File: config.mk
export PLATFORM = sky130hd
export DESIGN_NAME = uart_rx_marker_parser_fifo_top
export DESIGN_NICKNAME = d
export VERILOG_FILES = /design/src/hdl/uartrx_pkg.sv /design/src/hdl/uart_rx_marker_parser_fifo_top.sv /design/src/hdl/uartrx_fifo_mem.sv /design/src/hdl/uartrx_steer.sv
export SDC_FILE = /design/constraint.sdc
export NUM_CORES = 2
export LEC_CHECK = 0
export ABC_AREA = 1
export BUFFER_PORTS_ARGS = -buffer_cell sky130_fd_sc_hd__clkbuf_2
export CORE_MARGIN = 2
export CORE_UTILIZATION = 57
export DETAILED_ROUTE_END_ITERATION = 7
export MAX_ROUTING_LAYER = met4
export PLACE_DENSITY_LB_ADDON = 0.2
export SYNTH_ARGS = -nofsm -noshare
export SYNTH_HDL_FRONTEND = slang
export SYNTH_HIERARCHICAL = 1
export SYNTH_SLANG_ARGS = --single-unit
File: constraint.sdc
create_clock -name clock -period 3.66 [get_ports clock]
set_input_delay 0.732 -clock clock [delete_from_list [all_inputs] [get_ports clock]]
set_output_delay 0.732 -clock clock [all_outputs]
set_load 0.01 [all_outputs]
File: src/hdl/uartrx_pkg.sv
// ----------------------------------------------------------------------------
// uartrx_pkg
// Shared types and constants for the serial receive path with marker capture.
// ----------------------------------------------------------------------------
package uartrx_pkg;

   localparam int DEFAULT_FIFO_DEPTH = 128;

   localparam int BYTE_W  = 8;
   localparam int FILL_W  = 7;
   localparam int STEER_W = 15;
   localparam int COEF_W  = 24;
   localparam int PROD_W  = 40;
   localparam int QUO_W   = 13;
   localparam int TAB_N   = 1 << BYTE_W;

   // steering = round(coef * d^2 / 1e8) + base, in 1/16 units
   localparam logic [COEF_W-1:0]  POS_COEF   = 24'd9842368;
   localparam logic [COEF_W-1:0]  NEG_COEF   = 24'd12302400;
   localparam logic [PROD_W-1:0]  STEER_DIV  = 40'd100000000;
   localparam logic [PROD_W-1:0]  STEER_HALF = 40'd50000000;
   localparam logic [STEER_W-1:0] POS_BASE   = 15'd14400;
   localparam logic [STEER_W-1:0] NEG_BASE   = 15'd20800;
   localparam logic [STEER_W-1:0] STEER_MIN  = 15'd14400;
   localparam logic [STEER_W-1:0] STEER_MAX  = 15'd28800;

   localparam logic [BYTE_W-1:0] POS_MARKER_RESET = 8'd254;
   localparam logic [BYTE_W-1:0] NEG_MARKER_RESET = 8'd255;

   typedef enum logic [1:0] {
      CMD_RECV  = 2'd0,
      CMD_READ  = 2'd1,
      CMD_FLUSH = 2'd2,
      CMD_NOP   = 2'd3
   } cmd_type;

   typedef enum logic {
      REG_POS_MARKER = 1'b0,
      REG_NEG_MARKER = 1'b1
   } reg_index_type;

   typedef struct packed {
      logic              start;
      logic              negative;
      logic [BYTE_W-1:0] rx_byte;
   } steer_req_type;

   typedef struct packed {
      logic               done;
      logic [STEER_W-1:0] value;
   } steer_rsp_type;

endpackage

File: src/hdl/uart_rx_marker_parser_fifo_top.sv
// ----------------------------------------------------------------------------
// uart_rx_marker_parser_fifo_top
// Serial receive path: marker-armed steering capture and a byte ring buffer.
// ----------------------------------------------------------------------------
// One item is worked at a time. A receive that is stored, dropped or taken as
// a marker, a flush, an empty read and the unused command go from accept
// straight to the done state; a read that pops a byte first waits for the
// registered read of the byte store; a captured steering byte first waits
// for the three register stages of the steering unit (byte distance,
// table lookup, base offset). A finished result sits in the output register,
// and the next item is accepted while it waits. The buffer holds at most
// FIFO_DEPTH-1 bytes.
// ----------------------------------------------------------------------------
module uart_rx_marker_parser_fifo_top
   import uartrx_pkg::*;
#(
   parameter int FIFO_DEPTH = DEFAULT_FIFO_DEPTH
) (
   input  logic              clock,
   input  logic              reset,
   input  logic              req_tvalid,
   output logic              req_tready,
   input  logic [7:0]        req_tdata,  // [7:0] rx_byte
   input  logic [1:0]        req_tuser,  // [1:0] cmd
   output logic              rsp_tvalid,
   input  logic              rsp_tready,
   output logic [31:0]       rsp_tdata,  // [7:0] data_byte, [14:8] fill_count,
                                         // [29:15] steering_value
   output logic [1:0]        rsp_tuser,  // [0] data_valid, [1] angle_valid
   input  logic              csr_we,
   input  logic              csr_index,
   input  logic [BYTE_W-1:0] csr_wdata
);

   localparam int IDX_W = $clog2(FIFO_DEPTH);
   localparam int FW    = (IDX_W + 1 > FILL_W) ? IDX_W + 1 : FILL_W;

   typedef enum logic [3:0] {
      ST_IDLE = 4'b0001,
      ST_MEM  = 4'b0010,
      ST_CALC = 4'b0100,
      ST_DONE = 4'b1000
   } state_type;

   state_type          state_ff, state_in;
   logic [IDX_W-1:0]   wr_idx_ff, wr_idx_in;
   logic [IDX_W-1:0]   rd_idx_ff, rd_idx_in;
   logic               pos_pend_ff, pos_pend_in;
   logic               neg_pend_ff, neg_pend_in;
   logic [BYTE_W-1:0]  pos_marker_ff, neg_marker_ff;

   logic               res_dv_ff, res_dv_in;
   logic               res_av_ff, res_av_in;
   logic [BYTE_W-1:0]  res_byte_ff, res_byte_in;
   logic [FILL_W-1:0]  res_fill_ff, res_fill_in;
   logic [STEER_W-1:0] res_steer_ff, res_steer_in;

   logic               out_vld_ff, out_vld_in;
   logic               out_dv_ff, out_av_ff;
   logic [BYTE_W-1:0]  out_byte_ff;
   logic [FILL_W-1:0]  out_fill_ff;
   logic [STEER_W-1:0] out_steer_ff;

   logic               accept;
   logic               out_free;
   cmd_type            cmd;
   logic [BYTE_W-1:0]  rx_byte;
   logic [IDX_W-1:0]   wr_next, rd_next;
   logic [IDX_W:0]     fill_wide;
   logic [FW-1:0]      fill_ext;
   logic               mem_wr_en, mem_rd_en;
   logic [BYTE_W-1:0]  mem_rd_data;
   steer_req_type      steer_req;
   steer_rsp_type      steer_rsp;

   assign req_tready = (state_ff == ST_IDLE);
   assign accept     = req_tvalid && req_tready;
   assign out_free   = !out_vld_ff || rsp_tready;
   assign cmd        = cmd_type'(req_tuser);
   assign rx_byte    = req_tdata[BYTE_W-1:0];

   assign wr_next = (wr_idx_ff == IDX_W'(FIFO_DEPTH - 1)) ? '0 : wr_idx_ff + IDX_W'(1);
   assign rd_next = (rd_idx_ff == IDX_W'(FIFO_DEPTH - 1)) ? '0 : rd_idx_ff + IDX_W'(1);

   assign fill_wide = (wr_idx_in >= rd_idx_in)
                    ? {1'b0, wr_idx_in} - {1'b0, rd_idx_in}
                    : {1'b0, wr_idx_in} + (IDX_W + 1)'(FIFO_DEPTH) - {1'b0, rd_idx_in};
   assign fill_ext  = FW'(fill_wide);

   always_comb begin
      state_in     = state_ff;
      wr_idx_in    = wr_idx_ff;
      rd_idx_in    = rd_idx_ff;
      pos_pend_in  = pos_pend_ff;
      neg_pend_in  = neg_pend_ff;
      res_dv_in    = res_dv_ff;
      res_av_in    = res_av_ff;
      res_byte_in  = res_byte_ff;
      res_fill_in  = res_fill_ff;
      res_steer_in = res_steer_ff;
      out_vld_in   = out_vld_ff && !rsp_tready;
      mem_wr_en    = 1'b0;
      mem_rd_en    = 1'b0;
      steer_req    = '{start: 1'b0, negative: 1'b0, rx_byte: rx_byte};
      unique case (state_ff)
         ST_IDLE: begin
            if (accept) begin
               res_dv_in    = 1'b0;
               res_av_in    = 1'b0;
               res_byte_in  = '0;
               res_steer_in = '0;
               state_in     = ST_DONE;
               unique case (cmd)
                  CMD_RECV: begin
                     if (pos_pend_ff) begin
                        pos_pend_in     = 1'b0;
                        steer_req.start = 1'b1;
                        res_av_in       = 1'b1;
                        state_in        = ST_CALC;
                     end else if (neg_pend_ff) begin
                        neg_pend_in        = 1'b0;
                        steer_req.start    = 1'b1;
                        steer_req.negative = 1'b1;
                        res_av_in          = 1'b1;
                        state_in           = ST_CALC;
                     end else if (rx_byte == pos_marker_ff) begin
                        pos_pend_in = 1'b1;
                     end else if (rx_byte == neg_marker_ff) begin
                        neg_pend_in = 1'b1;
                     end else if (wr_next != rd_idx_ff) begin
                        mem_wr_en = 1'b1;
                        wr_idx_in = wr_next;
                     end
                  end
                  CMD_READ: begin
                     if (wr_idx_ff != rd_idx_ff) begin
                        mem_rd_en = 1'b1;
                        rd_idx_in = rd_next;
                        res_dv_in = 1'b1;
                        state_in  = ST_MEM;
                     end
                  end
                  CMD_FLUSH: begin
                     wr_idx_in = rd_idx_ff;
                  end
                  CMD_NOP: begin
                  end
                  default: begin
                  end
               endcase
               res_fill_in = fill_ext[FILL_W-1:0];
            end
         end
         ST_MEM: begin
            res_byte_in = mem_rd_data;
            state_in    = ST_DONE;
         end
         ST_CALC: begin
            if (steer_rsp.done) begin
               res_steer_in = steer_rsp.value;
               state_in     = ST_DONE;
            end
         end
         ST_DONE: begin
            if (out_free) begin
               out_vld_in = 1'b1;
               state_in   = ST_IDLE;
            end
         end
         default: begin
            state_in = ST_IDLE;
         end
      endcase
   end

   always_ff @(posedge clock) begin
      if (reset) begin
         state_ff      <= ST_IDLE;
         wr_idx_ff     <= '0;
         rd_idx_ff     <= '0;
         pos_pend_ff   <= 1'b0;
         neg_pend_ff   <= 1'b0;
         out_vld_ff    <= 1'b0;
         pos_marker_ff <= POS_MARKER_RESET;
         neg_marker_ff <= NEG_MARKER_RESET;
      end else begin
         state_ff    <= state_in;
         wr_idx_ff   <= wr_idx_in;
         rd_idx_ff   <= rd_idx_in;
         pos_pend_ff <= pos_pend_in;
         neg_pend_ff <= neg_pend_in;
         out_vld_ff  <= out_vld_in;
         if (csr_we) begin
            unique case (reg_index_type'(csr_index))
               REG_POS_MARKER: pos_marker_ff <= csr_wdata;
               REG_NEG_MARKER: neg_marker_ff <= csr_wdata;
               default: begin
               end
            endcase
         end
      end
   end

   always_ff @(posedge clock) begin
      res_dv_ff    <= res_dv_in;
      res_av_ff    <= res_av_in;
      res_byte_ff  <= res_byte_in;
      res_fill_ff  <= res_fill_in;
      res_steer_ff <= res_steer_in;
      if (state_ff == ST_DONE && out_free) begin
         out_dv_ff    <= res_dv_ff;
         out_av_ff    <= res_av_ff;
         out_byte_ff  <= res_byte_ff;
         out_fill_ff  <= res_fill_ff;
         out_steer_ff <= res_steer_ff;
      end
   end

   uartrx_fifo_mem #(
      .FIFO_DEPTH (FIFO_DEPTH),
      .IDX_W      (IDX_W)
   ) u_mem (
      .clock   (clock),
      .wr_en   (mem_wr_en),
      .wr_addr (wr_idx_ff),
      .wr_data (rx_byte),
      .rd_en   (mem_rd_en),
      .rd_addr (rd_idx_ff),
      .rd_data (mem_rd_data)
   );

   uartrx_steer u_steer (
      .clock (clock),
      .reset (reset),
      .req   (steer_req),
      .rsp   (steer_rsp)
   );

   assign rsp_tvalid = out_vld_ff;
   assign rsp_tdata  = {2'b00, out_steer_ff, out_fill_ff, out_byte_ff};
   assign rsp_tuser  = {out_av_ff, out_dv_ff};

`ifndef ASSERT_OFF
   a_one_pending: assert property (@(posedge clock) disable iff (reset)
      !(pos_pend_ff && neg_pend_ff))
      else $error("both captures pending");

   a_idx_range: assert property (@(posedge clock) disable iff (reset)
      (wr_idx_ff <= IDX_W'(FIFO_DEPTH - 1)) && (rd_idx_ff <= IDX_W'(FIFO_DEPTH - 1)))
      else $error("ring index out of range");

   a_steer_done_calc: assert property (@(posedge clock) disable iff (reset)
      steer_rsp.done |-> (state_ff == ST_CALC))
      else $error("steering result outside capture wait");

   a_steer_range: assert property (@(posedge clock) disable iff (reset)
      (out_vld_ff && out_av_ff) |-> (out_steer_ff >= STEER_MIN && out_steer_ff <= STEER_MAX))
      else $error("steering value out of range");
`endif

endmodule

File: src/hdl/uartrx_fifo_mem.sv
// ----------------------------------------------------------------------------
// uartrx_fifo_mem
// Byte store of the receive ring buffer: one write port, one registered read.
// ----------------------------------------------------------------------------
module uartrx_fifo_mem
   import uartrx_pkg::*;
#(
   parameter int FIFO_DEPTH = DEFAULT_FIFO_DEPTH,
   parameter int IDX_W      = $clog2(FIFO_DEPTH)
) (
   input  logic              clock,
   input  logic              wr_en,
   input  logic [IDX_W-1:0]  wr_addr,
   input  logic [BYTE_W-1:0] wr_data,
   input  logic              rd_en,
   input  logic [IDX_W-1:0]  rd_addr,
   output logic [BYTE_W-1:0] rd_data
);

   logic [BYTE_W-1:0] store_ff [FIFO_DEPTH];
   logic [BYTE_W-1:0] rd_data_ff;

   always_ff @(posedge clock) begin
      if (wr_en) begin
         store_ff[wr_addr] <= wr_data;
      end
   end

   always_ff @(posedge clock) begin
      if (rd_en) begin
         rd_data_ff <= store_ff[rd_addr];
      end
   end

   assign rd_data = rd_data_ff;

endmodule

File: src/hdl/uartrx_steer.sv
// ----------------------------------------------------------------------------
// uartrx_steer
// Steering value from a captured byte: constant quotient tables indexed by
// the byte distance, then the base offset. Three register stages.
// ----------------------------------------------------------------------------
module uartrx_steer
   import uartrx_pkg::*;
(
   input  logic          clock,
   input  logic          reset,
   input  steer_req_type req,
   output steer_rsp_type rsp
);

   logic               v1_ff, v1_in;
   logic               v2_ff, v2_in;
   logic               done_ff, done_in;
   logic               neg1_ff, neg2_ff;
   logic [BYTE_W-1:0]  d_ff;
   logic [QUO_W-1:0]   quo_ff, quo_in;
   logic [STEER_W-1:0] value_ff, value_in;
   logic [QUO_W-1:0]   pos_tab [TAB_N];
   logic [QUO_W-1:0]   neg_tab [TAB_N];

   for (genvar g = 0; g < TAB_N; g++) begin : g_tab
      assign pos_tab[g] = QUO_W'((64'(POS_COEF) * 64'(g * g) + 64'(STEER_HALF))
                                 / 64'(STEER_DIV));
      assign neg_tab[g] = QUO_W'((64'(NEG_COEF) * 64'(g * g) + 64'(STEER_HALF))
                                 / 64'(STEER_DIV));
   end

   assign v1_in    = req.start;
   assign v2_in    = v1_ff;
   assign done_in  = v2_ff;
   assign quo_in   = neg1_ff ? neg_tab[d_ff] : pos_tab[d_ff];
   assign value_in = STEER_W'(quo_ff) + (neg2_ff ? NEG_BASE : POS_BASE);

   always_ff @(posedge clock) begin
      if (reset) begin
         v1_ff   <= 1'b0;
         v2_ff   <= 1'b0;
         done_ff <= 1'b0;
      end else begin
         v1_ff   <= v1_in;
         v2_ff   <= v2_in;
         done_ff <= done_in;
      end
   end

   always_ff @(posedge clock) begin
      if (req.start) begin
         d_ff    <= req.negative ? req.rx_byte : ~req.rx_byte;
         neg1_ff <= req.negative;
      end
      quo_ff   <= quo_in;
      neg2_ff  <= neg1_ff;
      value_ff <= value_in;
   end

   assign rsp.done  = done_ff;
   assign rsp.value = value_ff;

endmodule
==> impl_metrics.json <==
{
  "p_leak_nw": 23.3,
  "netlist_area_um2": 53500,
  "dr.pass1.iters": 7,
  "die_x_um": 310,
  "overflow": 0,
  "r2r_end": "res_fill_ff[6]",
  "nNetsFinal": 5633,
  "syn-mean-instance-area_um2": 9.93,
  "fp.dieH_um": 310,
  "preCtsSetupSlack_ns": -0.183,
  "synth_compound_area_frac": 0.0237,
  "crit_required_ns": 4.14,
  "drt_wl_total_um": 170000,
  "slew_headroom": 0.302,
  "setup_slack_ns": 0.265,
  "rsz0062_at_grt": "no",
  "fill_cells": 7429,
  "status": "finished, final reports clean",
  "critPathLaunch": "wr_idx_ff[1]",
  "die_area_um2": 96300,
  "multi_input_area_um2": 16500,
  "insertion_delay_ns": 0.74,
  "muxShareOfSynthArea": 0.000187,
  "endpoint": "res_fill_ff[6]",
  "ys_seq_elements": 1174,
  "crit_fanout": 7,
  "hold_class": "input port to flip-flop",
  "r2r-start": "wr_idx_ff[1]",
  "power_density_nw_per_um2": 476,
  "yosysTopAreaCellShare": 0.621,
  "cts_root_buffer": "clkbuf_16",
  "r2r_cells": 28,
  "yosysTopAreaCell": "edfxtp_1",
  "ant_nets": 0,
  "coreArea_um2": 93200,
  "finalSetupViolations": 0,
  "synth_top_family_by_area": "simple AND/OR/NAND/NOR gates",
  "drt-vias-per-instance": 6.01,
  "rrSetupSlack_ns": 0.26,
  "clock_sinks": 1174,
  "wl_per_cell_um": 24.5,
  "synthAdderAreaFrac": 0.00739,
  "final-seq-area_um2": 34600,
  "yosys_warnings": 6,
  "cts_tree": "done",
  "cts_buffer_depth": 3,
  "grt_max_degree": 159,
  "min_path_cells": 3,
  "max_stage_delay_ns": 0.36,
  "drv_cap": 0,
  "cpMostUsedCell": "nand2_1",
  "path_class": "flip-flop to flip-flop",
  "finalSetupTns_ns": 0,
  "drc": 0,
  "arrival_ns": 3.88,
  "place_congestion": 1.07,
  "start_util": 0.574,
  "drt_iter0_markers": 5838,
  "startpoint_type": "flip-flop",
  "cts_max_level": 3,
  "num_rows": 112,
  "critPathCaptureType": "flip-flop",
  "antenna_found_initial": 2,
  "syn-instance-count": 5382,
  "drive_gt1_frac": 0.109,
  "min_period_ns": 3.40,
  "grt_pass1_vias": 39300,
  "grt_use_total": 0.363,
  "synthTopCellsByArea": "edfxtp_1 62%, nand2_1 13%, nand3_1 11%",
  "area_delta_synth_final_pct": 12.7,
  "yosys.area_share.simple": 0.269,
  "cts_buffers": 116,
  "grt_pass1_wl_um": 250000,
  "drv_slew": 0,
  "via_count": 41600,
  "synth.distinct_cells": 49,
  "fin_cells": 6933,
  "yosysSeqAreaShare": 0.646,
  "io_pins": 60,
  "slowest_stage": "fa_2",
  "min_period_over_period": 0.928,
  "clock_skew_ns": 0.0533,
  "post-dp-hpwl_um": 108000,
  "clkTransAtPathRegs_ns": 0.06,
  "synth_xor_area_frac": 0.00681,
  "placed_cells": 6712,
  "worstMarginPinSlew_ns": 1.05,
  "hold_viol": 0,
  "max-vdd-ir-drop_mv": 0.497,
  "port_buffers": 57,
  "timing.fmax_ghz": 0.295
}
==> stage by stage <==
stage / area (um2) / total power [mW] / utilization / hold slack (ns)
after floorplan: 53500 / 16.3 / - / 0.310
after global placement: 56400 / 17.1 / 0.605 / 0.310
after detailed placement: 56400 / 17.1 / 0.605 / 0.318
after CTS: 60200 / 28.7 / 0.646 / 0.235
after global routing: 60200 / 29.5 / 0.646 / 0.252
final: 60200 / 28.6 / 0.646 / 0.273
==> routing by layer <==
metal,up-vias,part of all wire,GRT usage
li1,18800,-,-
met1,20000,0.40,0.500
met2,2348,0.45,0.536
met3,429,0.10,0.0736
met4,0,0.042,0.139
met5,-,0,-
==> cells in the final DEF, fill, tap and decap left out, types with 5 or more instances in the layout <==
master	count
inv_1	168
nand4_1	25
o21ai_0	84
a21oi_1	100
nor2_2	9
clkbuf_1	24
o22ai_1	5
clkinv_2	19
xor2_1	12
inv_6	6
dfxtp_1	62
inv_2	14
nand2_2	13
nand2_1	1866
buf_4	319
bufinv_16	11
buf_12	23
o21ai_1	18
o211ai_1	13
xnor2_1	27
clkbuf_2	49
edfxtp_1	1105
ha_1	28
nand3_1	1137
clkbuf_16	116
nor2_1	314
nor3_1	13
clkinv_1	30
==> Yosys cell counts (all sizes together) <==
library cell / n
ha: 30
conb: 1
nand4: 25
a221oi: 3
a22oi: 1
nand3: 1140
nor3b: 1
nor2: 326
nand2: 1882
o21ai: 104
clkbuf: 61
clkinv: 2
a21oi: 102
o221ai: 1
o22ai: 5
mux2i: 1
or2: 1
o211ai: 13
o21bai: 1
o21a: 1
edfxtp: 1105
dfxtp: 69
xnor2: 27
fa: 1
and2: 1
o31ai: 1
nor3: 13
buf: 255
a211oi: 1
nand3b: 4
inv: 185
o2111ai: 1
a21boi: 2
xnor3: 1
xor2: 12
a31oi: 2
and3: 1
==> worst max-delay path, delay by kind of cell, from the launching register on <==
kind / cells / cell delay, ns
and+or+nand+nor: 19 / 1.46
adders and majority gates: 2 / 0.56
DFF: 1 / 0.33
buffers and inverters: 4 / 0.33
AOI/OAI and AO/OA: 2 / 0.26
xor gates and xnor gates: 1 / 0.24
==> area by class of cell <==
class / instances / area share
Sequential cell: 1174 / 0.574
Timing Repair Buffer: 393 / 0.0518
Inverter: 187 / 0.0121
Clock inverter: 72 / 0.0120
Clock buffer: 143 / 0.0504
Multi-Input combinational cell: 3706 / 0.273
Antenna cell: 4 / 0.000166
Tap cell: 1254 / 0.0260
==> how the worst min path moves through the flow <==
stage,start,end
finish,csr_wdata[1],neg_marker_ff[1]
global route,csr_wdata[1],neg_marker_ff[1]
floorplan,u_steer/quo_ff[0],u_steer/value_ff[0]
detailed placement,u_steer/quo_ff[2],u_steer/value_ff[2]
CTS,csr_wdata[1],neg_marker_ff[1]
global placement,u_steer/quo_ff[4],u_steer/value_ff[4]
==> where the power goes <==
part | switching, mW | internal, mW
clock network | 5.11 | 6.67
registers | 0.0698 | 14.9
logic | 1.39 | 0.537
==> what timing repair did <==
| item | CTS | global route |
|---|---|---|
| setup endpoints to repair | 0 | 1 |
| hold buffers | 0 | 0 |
| buffers inserted | 0 | 2 |
| gates resized for setup | 0 | 13 |
| hold endpoints to repair | 0 | 0 |
==> cell families after synthesis <==
logic type	after synthesis
DFF	1174
AOI/OAI and AO/OA	238
adders and majority gates	31
muxes	1
other	1
buffers and inverters	503
xor gates and xnor gates	40
and+or+nand+nor	3394
==> sequential cells by signal, indices dropped and copies added, names as in the netlist, 4 cells and up <==
signal / cells
u_steer/quo_ff: 13
state_ff: 4
res_byte_ff: 8
res_steer_ff: 15
wr_idx_ff: 7
res_fill_ff: 7
pos_marker_ff: 8
u_mem/store_ff: 1024
u_steer/value_ff: 15
rd_idx_ff: 7
u_steer/d_ff: 8
out_steer_ff: 15
out_byte_ff: 8
u_mem/rd_data: 8
out_fill_ff: 7
neg_marker_ff: 8
(Power assumes the default switching activity.)
